File: src/rtl/core/spq_pkg.sv
// ----------------------------------------------------------------------------
// spq_pkg
// Types and codes shared by the sorted priority queue core and its cells.
// ----------------------------------------------------------------------------
package spq_pkg;

  // Item mode codes.
  localparam logic MODE_ENQUEUE = 1'b0;
  localparam logic MODE_DEQUEUE = 1'b1;

  // Result status codes.
  typedef enum logic [1:0] {
    STAT_DONE  = 2'd0,
    STAT_FULL  = 2'd1,
    STAT_EMPTY = 2'd2
  } status_t;

  // One stored entry of the queue.
  typedef struct packed {
    logic [15:0] prio;
    logic [31:0] value;
  } entry_t;

  // Per-cycle command broadcast to every cell.
  typedef struct packed {
    logic insert;
    logic remove;
  } cell_ctrl_t;

  // One result word as held in the output buffer.
  typedef struct packed {
    status_t     status;
    logic [31:0] removed_value;
    logic [15:0] removed_priority;
    logic [6:0]  occupancy;
  } result_t;

endpackage

File: src/rtl/core/spq_cell.sv
// ----------------------------------------------------------------------------
// spq_cell
// One slot of the sorted shift-register queue.
// ----------------------------------------------------------------------------
module spq_cell (
  input  logic                clk,
  input  spq_pkg::cell_ctrl_t ctrl,
  input  logic                occupied,
  input  spq_pkg::entry_t     new_entry,
  input  spq_pkg::entry_t     left_entry,
  input  logic                left_gt,
  input  spq_pkg::entry_t     right_entry,
  output spq_pkg::entry_t     entry,
  output logic                gt
);

  // The slot outranks the newcomer when it holds a strictly larger priority,
  // so equal priorities keep their arrival order.
  assign gt = occupied && ($signed(entry.prio) > $signed(new_entry.prio));

  always_ff @(posedge clk) begin
    if (ctrl.insert && (gt || !occupied)) begin
      entry <= left_gt ? left_entry : new_entry;
    end else if (ctrl.remove) begin
      entry <= right_entry;
    end
  end

endmodule

File: config.mk
export PLATFORM = sky130hd
export DESIGN_NAME = spq_cell
export DESIGN_NICKNAME = d
export VERILOG_FILES = /design/src/rtl/core/spq_pkg.sv /design/src/rtl/core/spq_cell.sv
export SDC_FILE = /design/constraint.sdc
export NUM_CORES = 1
export LEC_CHECK = 0
export BUFFER_PORTS_ARGS = -buffer_cell sky130_fd_sc_hd__buf_2
export CORE_AREA = 2 2 81 91
export DETAILED_ROUTE_END_ITERATION = 6
export DIE_AREA = 0 0 83 93
export PLACE_DENSITY = 0.84
export SYNTH_ARGS = -nofsm -noshare
export SYNTH_HDL_FRONTEND = slang
export SYNTH_SLANG_ARGS = --single-unit
File: constraint.sdc
create_clock -name clk -period 6.09 [get_ports clk]
set_input_delay 0 -clock clk [delete_from_list [all_inputs] [get_ports clk]]
set_output_delay 0 -clock clk [all_outputs]
set_load 0.01 [all_outputs]
**After elaboration in Yosys (flattened, before gate mapping)**

Cells that the tools add are included.

- Flip-flop bits (word level): 48
- Bits of input ports: 149
- Output and inout bits: 49
- Word-level logic and storage cells: 11

- $lt $le $gt $ge: 1
- Mux-type cells: 3
- Reduce and logical (&&, ||, !) cells: 5

Operator list:

| kind | count |
|---|---|
| two-way mux 48 bit | 3 |
| > comparator 16 bit | 1 |
| logical AND 1 bit | 2 |
| nonzero test 2 bit | 1 |
| logical NOT 1 bit | 1 |
| logical OR 1 bit | 1 |

**Depth between registers and ports, before layout**

- Depth after elaboration: 5
- Mapped depth: 10
- Mapped depth without buffers: 8

**Worst setup path before layout**

No wires, ideal clock.

- Path kind: register to register
- Start: register entry[47] in the netlist's numbering
- End: register entry[0] in the netlist's numbering, enable pin
- Setup time: 384 ps
- Arrival: 2748 ps
- Data required time: 5706 ps
- Path slack: 2958 ps
- Stages on the path, launching flop included: 10
- Clock period less this slack: 3132 ps
- Cells stage by stage: edfxtp_1 > ha_1 > nand4_1 > or3_1 > a21o_1 > and3_4 > o211ai_4 > buf_6 > buf_8 > or2_2

- Word-level cells in the longest chain between the ends: 5

RTL lines:

| what | line | RTL |
|---|---|---|
| from (decl) | spq_cell.sv:13 | `output spq_pkg::entry_t entry,` |
| from (signal assigned) | spq_cell.sv:23 | `entry <= left_gt ? left_entry : new_entry;` |
| from (signal assigned) | spq_cell.sv:25 | `entry <= right_entry;` |
| > comparator 16 bit | spq_cell.sv:19 | `assign gt = occupied && ($signed(entry.prio) > $signed(new_entry.prio));` |
| logical AND 1 bit | spq_cell.sv:19 |  |
| logical OR 1 bit | spq_cell.sv:22 | `if (ctrl.insert && (gt \|\| !occupied)) begin` |
| logical AND 1 bit | spq_cell.sv:22 |  |
| nonzero test 2 bit (no source line) | n/a |  |

Every way passes these cells.
A chain may end at the register's enable or synchronous reset.

**Worst setup path in the final report**

- Start: register entry[47] in the netlist's numbering
- End: register entry[46] in the netlist's numbering, enable pin

The elaborated chain is that of the path after synthesis.

==> results.json <==
{
  "p_per_area_nw_per_um2": 247,
  "worstReg2RegEnd": "entry[46]",
  "final_nets": 611,
  "vdd_drop_max_uv": 154,
  "regMostFlops": "entry",
  "dieArea_um2": 7720,
  "dr.pass1.iters": 4,
  "die_w_um": 83,
  "tns_ps": 0,
  "worst_pin_slew_ps": 1130,
  "p_leak_nw": 2.02,
  "fin_area_um2": 4300,
  "portBuffers": 197,
  "hp-class": "input pin to register",
  "totalWireLength_mm": 7.92,
  "skew_ps": 7.48,
  "overflow": 0,
  "wl_met2_mm": 4.34,
  "yosysSeqAreaShare_pct": 47.5,
  "ys_ff_latch": 48,
  "synthCells": 236,
  "io_pins": 198,
  "slew_headroom_pct": 24.9,
  "dr_wl_met3_um": 534,
  "yosysWarnings": 0,
  "drive_above_1_share_pct": 62.6,
  "syn-num-nets": 401,
  "post_cts_buffers": 0,
  "netlist-cell-type-count": 28,
  "grt_usage_pct": 20.4,
  "cts_sinks": 48,
  "fmax_ghz": 0.319,
  "arrival_ps": 3050,
  "drt_iter0_markers": 89,
  "rows": 32,
  "finalSetupViolations": 0,
  "fin_crit_ps": 3130,
  "rr_startpoint": "entry[47]",
  "dp_hpwl_mm": 5.83,
  "drtAntennaViolNets": 0,
  "worstHoldStart": "right_entry[10]",
  "htreeDepth": 2,
  "yosys.area.top_type": "edfxtp_1",
  "clk_latency_ps": 290,
  "regToRegSetupSlack_ps": 2960,
  "post_cts_resized": 0,
  "cts_made_buffers": 5,
  "wire_per_inst_um": 14.9,
  "worstSetupEndpointType": "register",
  "cts_buffer_depth": 2,
  "top_layer_used": "met4",
  "r2r_cells": 7,
  "vias": 2630,
  "ctsRootBufferMaster": "clkbuf_8",
  "finalCritPeriodShare_pct": 51.4,
  "coreArea_um2": 6850,
  "antenna_found_initial": 0,
  "worstSetupPathType": "register to register",
  "viasPerCell": 4.95,
  "antenna-diode-count": 0,
  "grt_pass1_vias": 2837,
  "grt_max_degree": 64,
  "synth_top_area_share_pct": 47.5,
  "final_hold_viol_count": 0,
  "maxSlewViolCount": 0,
  "start_util_pct": 44.3,
  "largest_registers": "entry: 48 flops",
  "drcViolationCount": 0,
  "crit_required_ps": 6010,
  "hold-path-endpoint": "entry[10]",
  "largest_reg_flops": 48,
  "m1WireLength_mm": 2.85,
  "die_h_um": 93,
  "areaGrowthSynthToFinish_pct": 41.8,
  "synth.area.top_cells": "edfxtp_1 48%, mux2_2 27%, ha_1 6.6%",
  "avgSynthCellArea_um2": 12.9,
  "start_kind": "register",
  "hold_depth": 2,
  "status": "finished, final reports clean",
  "rsz0062_at_grt": "no",
  "placedInstanceArea_um2": 4070,
  "cts.clk_slew.worst_paths_ps": 90,
  "cts_tree": "built",
  "critPathMaxFanout": 48,
  "maxCapViolCount": 0,
  "netlist_area_um2": 3030,
  "grt_pass1_wl_mm": 12.8,
  "gp_congestion": 0.814
}
==> placed cells by master (no fill, tap or decap) <==
| master | Yosys | layout |
|---|---|---|
| ha_1 | 16 | 16 |
| inv_1 | 16 | 16 |
| o211ai_1 | 1 | 1 |
| nor2_1 | 1 | 1 |
| nor2b_1 | 2 | 2 |
| nand4_1 | 5 | 5 |
| buf_4 | 3 | 2 |
| clkinv_1 | 0 | 2 |
| or2_2 | 1 | 1 |
| or4_1 | 1 | 1 |
| a221oi_1 | 1 | 1 |
| buf_2 | 0 | 197 |
| nand2b_1 | 2 | 2 |
| nand3_1 | 2 | 2 |
| o211ai_4 | 1 | 1 |
| nand2_1 | 18 | 18 |
| edfxtp_1 | 48 | 48 |
| mux2_1 | 9 | 9 |
| or3_1 | 1 | 1 |
| clkbuf_8 | 0 | 5 |
| o21ai_0 | 17 | 17 |
| dlygate4sd3_1 | 0 | 16 |
| and3_4 | 1 | 1 |
| and3_1 | 1 | 1 |
| a21o_1 | 1 | 1 |
| mux2_2 | 72 | 72 |
| a21oi_1 | 6 | 6 |
| xor2_1 | 1 | 1 |
==> timing repair <==
| action | in CTS | in global routing |
|---|---|---|
| endpoints found under the hold margin | 15 | 1 |
| endpoints found under the setup margin | 0 | 0 |
| hold buffers | 15 | 1 |
==> cells by family after synthesis <==
family | after synthesis | synth area share [%]
adders and majority gates | 16 | 6.60
muxes | 81 | 30.1
xor gates and xnor gates | 1 | 0.289
and+or+nand+nor | 35 | 5.78
DFF | 48 | 47.5
buffers and inverters | 28 | 4.46
AOI/OAI and AO/OA | 27 | 5.28
==> worst max path at each step <==
stage	start	end	slack, ps
floorplan	entry[47]	entry[0]	2960
global route	entry[47]	entry[39]	2730
finish	entry[47]	entry[46]	2960
detailed placement	entry[47]	entry[10]	2930
global placement	entry[43]	entry[3]	3080
CTS	entry[47]	entry[18]	2920
==> per-stage QoR <==
step | setup slack (ps) | power (mW) | hold WS [ps] | util (%) | cells
floorplan | 2960 | 0.736 | 155 | - | 236
global placement | 3080 | 0.870 | 282 | 59.4 | 508
detailed placement | 2930 | 0.887 | 286 | 59.4 | 508
CTS | 2920 | 1.07 | 0.669 | 62.7 | 530
global route | 2730 | 1.12 | 0.862 | 62.8 | 531
finish | 2960 | 1.06 | 3.11 | 62.8 | 531
==> power breakdown <==
| part | switching (mW) | internal [mW] | leakage (nW) |
|---|---|---|---|
| Sequential | 0.0233 | 0.459 | 0.487 |
| Clock | 0.102 | 0.0761 | 0.0391 |
| Combinational | 0.200 | 0.202 | 1.50 |
| Total | 0.325 | 0.738 | 2.02 |
==> cell type report <==
| type | count | area (um2) |
|---|---|---|
| clock buffer | 5 | 68.8 |
| fill | 555 | 2540 |
| timing repair buffer | 215 | 1160 |
| multi-input combinational | 160 | 1460 |
| clock inverter | 2 | 7.51 |
| inverter | 16 | 60.1 |
| tap | 85 | 106 |
| sequential | 48 | 1440 |
==> routing by layer <==
metal,GRT usage [%],up-vias
li1,-,1300
met5,0,-
met4,6.56,0
met1,22.1,1184
met3,4.41,18
met2,39.2,128
==> critical path: stages (launching register included) <==
cell      delay, ps
edfxtp_1        400
ha_1            380
nand4_1         170
or3_1           340
a21o_1          180
and3_4          200
o211ai_4        170
or2_2           880
==> cell usage after synthesis, drive strengths merged <==
master,number
a21o,1
a21oi,6
a221oi,1
and3,2
buf,6
clkbuf,6
edfxtp,48
ha,16
inv,16
mux2,81
nand2,18
nand2b,2
nand3,2
nand4,5
nor2,1
nor2b,2
o211ai,2
o21ai,17
or2,1
or3,1
or4,1
xor2,1
(Power assumes the default switching activity.)
