===== src/rtl/core/spq_pkg.sv =====
// ----------------------------------------------------------------------------
// spq_pkg
// Types and codes shared by the sorted priority queue core and its cells.
// ----------------------------------------------------------------------------
package spq_pkg;

  // Item mode codes.
  localparam logic MODE_ENQUEUE = 1'b0;
  localparam logic MODE_DEQUEUE = 1'b1;

  // Result status codes.
  typedef enum logic [1:0] {
    STAT_DONE  = 2'd0,
    STAT_FULL  = 2'd1,
    STAT_EMPTY = 2'd2
  } status_t;

  // One stored entry of the queue.
  typedef struct packed {
    logic [15:0] prio;
    logic [31:0] value;
  } entry_t;

  // Per-cycle command broadcast to every cell.
  typedef struct packed {
    logic insert;
    logic remove;
  } cell_ctrl_t;

  // One result word as held in the output buffer.
  typedef struct packed {
    status_t     status;
    logic [31:0] removed_value;
    logic [15:0] removed_priority;
    logic [6:0]  occupancy;
  } result_t;

endpackage


===== src/rtl/core/spq_out_buf.sv =====
// ----------------------------------------------------------------------------
// spq_out_buf
// Output register with a skid stage for result words.
// ----------------------------------------------------------------------------
module spq_out_buf (
  input  logic             clk,
  input  logic             rst,
  input  logic             push,
  input  spq_pkg::result_t push_word,
  output logic             full,
  output logic             valid,
  input  logic             stall,
  output spq_pkg::result_t word
);

  logic             skid_valid;
  spq_pkg::result_t skid_word;
  logic             take;

  assign take = valid && !stall;
  assign full = skid_valid;

  always_ff @(posedge clk) begin
    if (rst) begin
      valid      <= 1'b0;
      skid_valid <= 1'b0;
    end else if (!valid || take) begin
      if (skid_valid) begin
        valid      <= 1'b1;
        skid_valid <= 1'b0;
      end else begin
        valid <= push;
      end
    end else if (push) begin
      skid_valid <= 1'b1;
    end
  end

  always_ff @(posedge clk) begin
    if (!valid || take) begin
      if (skid_valid) begin
        word <= skid_word;
      end else if (push) begin
        word <= push_word;
      end
    end else if (push) begin
      skid_word <= push_word;
    end
  end

endmodule


===== config.mk =====
export PLATFORM = sky130hd
export DESIGN_NAME = spq_out_buf
export DESIGN_NICKNAME = d
export VERILOG_FILES = /design/src/rtl/core/spq_pkg.sv /design/src/rtl/core/spq_out_buf.sv
export SDC_FILE = /design/constraint.sdc
export NUM_CORES = 1
export LEC_CHECK = 0
export BUFFER_PORTS_ARGS = -buffer_cell sky130_fd_sc_hd__buf_4
export CAP_MARGIN = 40
export CELL_PAD_IN_SITES_DETAIL_PLACEMENT = 0
export CELL_PAD_IN_SITES_GLOBAL_PLACEMENT = 1
export CORE_MARGIN = 1.5
export CORE_UTILIZATION = 45
export DETAILED_ROUTE_END_ITERATION = 16
export HOLD_SLACK_MARGIN = 0.06
export PLACE_DENSITY = 0.92
export SLEW_MARGIN = 20
export SYNTH_ARGS = -nofsm -noshare
export SYNTH_HDL_FRONTEND = slang
export SYNTH_SLANG_ARGS = --single-unit
export TNS_END_PERCENT = 100

===== constraint.sdc =====
create_clock -name clk -period 11.7 [get_ports clk]
set_input_delay 1.755 -clock clk [delete_from_list [all_inputs] [get_ports clk]]
set_output_delay 1.755 -clock clk [all_outputs]
set_load 0.02 [all_outputs]

Yosys cells after proc, flatten, opt, wreduce, memory -nomap -nowiden

Index checks and enable logic that the tools add are counted.

Word-level logic and storage cells: 22
Register bits after elaboration: 116
Bits of input ports: 61
Output and inout port bits: 59

Muxes and demuxes: 3
Bitwise logic cells: 1
Reduce and logical (&&, ||, !) cells: 8

Operator list:

| operator            | count |
|---|---|
| 57-bit two-way mux  | 2 |
| 2-bit AND reduction | 2 |
| 1-bit zero test     | 2 |
| 2-bit nonzero test  | 1 |
| 2-bit OR reduction  | 1 |
| 1-bit logical AND   | 1 |
| 1-bit logical OR    | 1 |
| 1-bit two-way mux   | 1 |
| 1-bit NOT           | 1 |

Depth between registers and ports, before layout

Gate-level depths: netlist (run 1).

Word-level depth: 5
Mapped depth: 4
Depth with buffers taken out: 2

Least setup slack after synthesis (run 1)

No wires, ideal clock.

Kind: input port to flip-flop
Start: in push
End: reg word[0] in the netlist's numbering (enable)
Setup time: 491 ps
Cell stages on the path: 2
Path buffers: 0
Slack: 6629 ps
Data arrival time: 4581 ps
Required time: 11209 ps
Cells stage by stage: nor2_2 > a21oi_1

Word-level cells in the longest chain between the ends: 2

RTL lines:

| what                          | line              | source |
|---|---|---|
| start, declared               | spq_out_buf.sv:8  | `input logic push,` |
| 2-bit nonzero test (no line)  | n/a               |  |
| 2-bit AND reduction (no line) | n/a               |  |
| end signal, assigned          | spq_out_buf.sv:42 | `word <= skid_word;` |
| end signal, assigned          | spq_out_buf.sv:44 | `word <= push_word;` |
| end, declared                 | spq_out_buf.sv:13 | `output spq_pkg::result_t word` |

Every way passes these cells.
A chain may end at the register's enable or synchronous reset.

Final worst setup path (run 1)

Start: reg skid_valid (netlist: full)
End: out full

RTL lines:

| what                   | line              | source |
|---|---|---|
| start, declared        | spq_out_buf.sv:16 | `logic skid_valid;` |
| start signal, assigned | spq_out_buf.sv:26 | `skid_valid <= 1'b0;` |
| start signal, assigned | spq_out_buf.sv:30 | `skid_valid <= 1'b0;` |
| start signal, assigned | spq_out_buf.sv:35 | `skid_valid <= 1'b1;` |
| end, declared          | spq_out_buf.sv:10 | `output logic full,` |

No word-level cell between the ends.

==> results by group, run 1 <==
Route
  – DR vias: 2,139
  – # DRC: 0
  – Antenna Nets Post-Route: 0
  – Drt pass-1 iters: 5
  – Average wire per cell in the routed design: 15.93 um
  – Iter 0 DRT Violations: 101
  – Post-Route WL: 7075 um
  – Vias per cell: 4.818

Finish
  – Utilization after layout: 0.6371
  – Area Overhead vs Synth: 37.61%
  – # diodes: 0
  – Fin nets: 381
  – Commonest cells after routing, fill and taps aside: 121 x buf_4, 114 x edfxtp_1, 38 x mux2_2
  – Commonest non-fill, non-tap cell in the layout: buf_4
  – Layout cells sized above 1: 0.6336
  – Fill cells: 648

Pwr
  – PwrDens: 180.0 mW/mm^2
  – Max IR drop VDD: 109.7 uV
  – Combinational share of power: 0.077
  – Sw Pwr: 212.6 uW
  – Leak pwr: 2.234 nW
  – Int Pwr: 841.8 uW
  – Register share of total power: 0.461
  – Clock share of power: 0.462
  – Sw Ratio: 0.2017

Critical path
  – Flop-to-flop setup slack: 9660 ps
  – CP peak stage delay: 520 ps
  – CP required: 9950 ps
  – RR Startpoint: full
  – R2R cell count: 4
  – CP Launch Point: full
  – Critical Path Source Type: flip-flop
  – CP Buf/Inv Count: 1
  – Worst-path fanout max: 21
  – Endpoint type of the worst setup path: output port
  – Cell Chain, Critical Path: buf_4
  – Slowest cell on the critical path: dfxtp_4
  – WS Path Type: flip-flop to output port
  – Worst path top cell family by delay: flip-flops
  – R2R Path End: word[1]
  – Arrival time worst endpoint: 1220 ps

GRT
  – Global route total overflow: 0
  – GRT Util Overall: 0.1470
  – First-pass GRT wire length: 10,880 um
  – Vias in the first global route: 2,180
  – Antenna violations before repair: 0
  – Pin count of the biggest net entering global routing: 60

Worst hold path
  – Hold worst-path end: full
  – Hold path cells: 2
  – Hold Crit Class: flip-flop to flip-flop
  – Hold path start: valid

Clock network
  – Worst-path clk slew: 60 ps
  – Number of hold buffers added after CTS: 0
  – # resized after CTS: 0
  – CTS tree: yes
  – CTS Buffer Depth: 2
  – H-tree depth: 4
  – # Post-CTS Setup Buffers: 0
  – Worst-skew pair later-pin latency: 490 ps
  – Sink Count: 116
  – Number of CTS-inserted buffers: 17
  – Clk root buf: clkbuf_8

Timing
  – Post-route setup slack: 8728 ps
  – Final Hold Viols: 0
  – Max Freq: 0.3365 GHz
  – Final Cycle Share: 0.2540
  – Worst-Margin Slew: 733.8 ps
  – Slew Limit Fails: 0
  – Final setup viols: 0
  – RSZ-0062 raised after global routing: no
  – Slew HR: 0.5108
  – Clk_skew: 9.618 ps
  – Setup TNS: 0 ps
  – Tmin final: 2972 ps

Die
  – FP Rows: 35
  – Die area: 0.01005 sq mm
  – Die Height: 100.3 um
  – Initial Util: 0.4630
  – Die width: 100.3 um
  – I/O Pins: 120
  – Core box area: 0.009196 sq mm

Synth
  – Number of distinct library cells after synthesis: 12
  – Flops & latches, synth: 116
  – Avg Inst Size Synth: 23.02 sq um
  – Register area share after synthesis: 0.8134
  – Syn Std Cell Area: 0.004258 sq mm
  – Cells after Synth: 185
  – Syn_nets: 246
  – YS warnings: 0

Placement
  – Placer Congestion: 0.7160
  – DPL Wire Length: 4421 um
  – Number of I/O port buffers: 119
  – DP Worst Slack: 8642 ps

Status
  – Outcome: finished clean

Run
  – Max Cap Viol: 0
[routing by layer]
| layer | GRT usage | vias up | wire [um] |
|---|---|---|---|
| li1 | - | 1011 | - |
| met1 | 0.1890 | 1054 | 3124 |
| met2 | 0.2308 | 72 | 3548 |
| met3 | 0.05084 | 2 | 370 |
| met4 | 0.05850 | 0 | 31 |
| met5 | 0 | - | 0 |
[logic make-up (layout without fill, tap and decap cells)]
family                 count (synthesis)  after routing  share of synthesized area
buffers and inverters                  6            154                    0.01058
muxes                                 57             57                     0.1675
and+or+nand+nor                        4              4                   0.006172
AOI/OAI and AO/OA                      2              2                   0.002351
DFF                                  116            116                     0.8134
[cell type report]
class                      instances  area [sq um]  area share
sequential                       116          3467      0.5917
timing repair buffer             122         928.4      0.1584
multi-input combinational         63         762.0      0.1300
clock buffer                      20         425.4     0.07260
tap                              111         138.9     0.02370
clock inverter                    12         137.6     0.02349
[power by group through the flow]
stage          sequential (mW)  combinational [mW]  clock (mW)
3_3_place_gp             0.495              0.0793           0
2_1_floorplan            0.512              0.0217           0
6_report                 0.486              0.0816       0.487
4_1_cts                  0.488              0.0812       0.495
3_5_place_dp             0.496              0.0811           0
5_1_grt                  0.488              0.0872       0.514
[synthesized netlist by cell type]
cell | instances | area share
edfxtp_1 | 114 | 0.80
mux2_2 | 38 | 0.10
mux2_4 | 19 | 0.067
buf_2 | 3 | 0.0035
a21oi_1 | 2 | 0.0024
buf_6 | 2 | 0.0053
dfxtp_1 | 2 | 0.0094
and3_1 | 1 | 0.0015
buf_4 | 1 | 0.0018
nand2_1 | 1 | 0.00088
nor2_2 | 1 | 0.0015
nor3_2 | 1 | 0.0024
[stage by stage]
| step | std cells | hold slack, ps | cell area, sq um | total power, mW |
|---|---|---|---|---|
| after floorplan | 185 | 523.1 | 4258 | 0.5336 |
| after global placement | 411 | 517.6 | 5276 | 0.5744 |
| after detailed placement | 411 | 527.9 | 5276 | 0.5766 |
| after CTS | 443 | 540.2 | 5839 | 1.064 |
| after global routing | 444 | 553.0 | 5859 | 1.089 |
| final | 444 | 539.2 | 5859 | 1.054 |
[flip-flops by register name (all words and copies together), names as in the netlist]
signal and flops:
full 1, word 57, valid 1, skid_word 57
[how the worst max path moves through the flow]
stage,end,slack (ps),cells past startpoint
floorplan,word[0],6630,2
global placement,word[22],8690,4
detailed placement,word[18],8640,4
CTS,full,8200,1
global route,full,8660,1
finish,full,8730,1
Note: power is estimated with default switching activity, not from simulation.
==> run 2: changes to the inputs <==
--- a/config.mk
+++ b/config.mk
@@ -10,10 +10,10 @@
 export CELL_PAD_IN_SITES_DETAIL_PLACEMENT = 0
 export CELL_PAD_IN_SITES_GLOBAL_PLACEMENT = 1
 export CORE_MARGIN = 1.5
-export CORE_UTILIZATION = 45
+export CORE_UTILIZATION = 43
 export DETAILED_ROUTE_END_ITERATION = 16
 export HOLD_SLACK_MARGIN = 0.06
-export PLACE_DENSITY = 0.92
+export PLACE_DENSITY = 0.89
 export SLEW_MARGIN = 20
 export SYNTH_ARGS = -nofsm -noshare
 export SYNTH_HDL_FRONTEND = slang
==> constraint.sdc (replaced) <==
create_clock -name clk -period 2.9 [get_ports clk]
set_input_delay 0.435 -clock clk [delete_from_list [all_inputs] [get_ports clk]]
set_output_delay 0.435 -clock clk [all_outputs]
set_load 0.02 [all_outputs]
==> run 2 against run 1 <==
Compared with the run above: first-iteration DRC count fell by 40%; critical path type is now flip-flop to flip-flop; sequential share of layout area fell by 0.67 points; worst setup slack got worse by 7700 ps; cell area rose by 1.2%; hold slack got worse by 430 ps; sequential power rose to 4.0 times the previous value.
==> results by group, run 2 (synthesis results as in run 1) <==
Status
  – Outcome: finished clean

Finish
  – Commonest non-fill, non-tap cell in the layout: buf_4
  – Layout cells sized above 1: 0.6394
  – Fill cells: 705
  – Fin nets: 381
  – Commonest cells after routing, fill and taps aside: 121 x buf_4, 114 x edfxtp_1, 38 x mux2_2
  – Biggest regs: skid_word (57), word (57)
  – Area Overhead vs Synth: 39.20%
  – Design area: 0.005927 sq mm
  – # diodes: 0
  – Utilization after layout: 0.6120

Critical path
  – Cell Chain, Critical Path: nor2_2 > a21oi_4 > buf_4
  – RR Startpoint: full
  – Slowest cell on the critical path: dfxtp_4
  – Endpoint type of the worst setup path: flip-flop
  – Worst path top cell family by delay: flip-flops
  – CP Buf/Inv Count: 1
  – Critical Path Source Type: flip-flop
  – WS Path Type: flip-flop to flip-flop
  – Arrival time worst endpoint: 2010 ps
  – Flop-to-flop setup slack: 1010 ps
  – CP required: 3020 ps
  – Worst-path fanout max: 57
  – R2R Path End: word[7]
  – CP peak stage delay: 630 ps
  – R2R cell count: 3

GRT
  – GRT Util Overall: 0.1431
  – Antenna violations before repair: 0
  – First-pass GRT wire length: 10,730 um
  – Global route total overflow: 0
  – Vias in the first global route: 2,134
  – Pin count of the biggest net entering global routing: 58

Die
  – Core box area: 0.009684 sq mm
  – Die width: 102.5 um
  – I/O Pins: 120
  – Die area: 0.01051 sq mm
  – FP Rows: 36
  – Initial Util: 0.4397
  – Die Height: 102.5 um

Clock network
  – # resized after CTS: 0
  – Sink Count: 116
  – Worst-path clk slew: 50 ps
  – Number of CTS-inserted buffers: 17
  – Number of hold buffers added after CTS: 0
  – H-tree depth: 4
  – # Post-CTS Setup Buffers: 0
  – CTS tree: yes
  – Worst-skew pair later-pin latency: 500 ps
  – CTS Buffer Depth: 2
  – Clk root buf: clkbuf_8

Route
  – Iter 0 DRT Violations: 61
  – Vias per cell: 4.518
  – # DRC: 0
  – Drt pass-1 iters: 4
  – Average wire per cell in the routed design: 15.45 um
  – Antenna Nets Post-Route: 0
  – DR vias: 2,092
  – Post-Route WL: 7154 um

Worst hold path
  – Hold path start: rst
  – Hold path cells: 2
  – Hold worst-path end: full
  – Hold Crit Class: primary input to flip-flop

Timing
  – Tmin final: 1893 ps
  – Final Hold Viols: 0
  – Worst-Margin Slew: 736.4 ps
  – Slew HR: 0.5091
  – Post-route setup slack: 1007 ps
  – RSZ-0062 raised after global routing: no
  – Slew Limit Fails: 0
  – WHS: 104.4 ps
  – Final setup viols: 0
  – Setup TNS: 0 ps
  – Final Cycle Share: 0.6527
  – Max Freq: 0.5283 GHz
  – Clk_skew: 8.541 ps

Pwr
  – Leak pwr: 2.255 nW
  – Combinational share of power: 0.074
  – Max IR drop VDD: 402.2 uV
  – Int Pwr: 3.559 mW
  – Sw Pwr: 865.3 uW
  – Register share of total power: 0.443
  – Clock share of power: 0.482
  – Sw Ratio: 0.1956
  – PwrDens: 746.5 mW/mm^2

Placement
  – Number of I/O port buffers: 119
  – Placed instance area: 0.005324 sq mm
  – Placer Congestion: 0.6650
  – DPL Wire Length: 4623 um
  – DP Worst Slack: 994.9 ps

Run
  – Max Cap Viol: 0
==> run 2: cell count changes in the layout (fill, tap and decap cells not counted) <==
| cell | previous run | this run |
|---|---|---|
| bufinv_16 | 3 | 5 |
| clkinvlp_4 | 2 | 1 |
| clkinv_4 | 0 | 1 |
| clkbuf_1 | 3 | 0 |
| clkinv_2 | 5 | 3 |
==> run 2: worst max-delay path by stage <==
stage	startpoint	to	slack, ps	cells after the start
after floorplan	valid	skid_word[0]	510	1
after global placement	full	word[41]	1050	3
after detailed placement	full	word[17]	990	3
after CTS	full	word[7]	990	3
after global routing	full	word[43]	870	3
final	full	word[7]	1010	3
==> run 2: layout make-up <==
type / count / area, sq um / area share
repair buffers: 122 / 928.4 / 0.1566
clock buffers: 17 / 414.1 / 0.06988
clock inverters: 12 / 188.9 / 0.03188
multi-input cells: 63 / 762.0 / 0.1286
well taps: 133 / 166.4 / 0.02808
flip-flops and latches: 116 / 3467 / 0.5850
==> run 2: layer usage <==
layer / share of wire / up-vias / global-route usage
li1: - / 1012 / -
met1: 0.43 / 1000 / 0.1754
met2: 0.50 / 75 / 0.2282
met3: 0.055 / 5 / 0.05559
met4: 0.0071 / 0 / 0.06006
met5: 0 / - / 0
==> run 2: power groups by stage <==
stage               clock network [mW]  logic, mW  registers [mW]
finish                            2.13      0.328            1.96
global route                      2.25      0.353            1.97
CTS                               2.17      0.335            1.96
detailed placement                   0      0.334            2.00
global placement                     0      0.326            1.99
floorplan                            0     0.0890            2.06
==> run 2: through the flow <==
| stage | total power, mW | instances |
|---|---|---|
| floorplan | 2.151 | 185 |
| global placement | 2.321 | 434 |
| detailed placement | 2.329 | 434 |
| CTS | 4.468 | 463 |
| global route | 4.572 | 463 |
| finish | 4.425 | 463 |
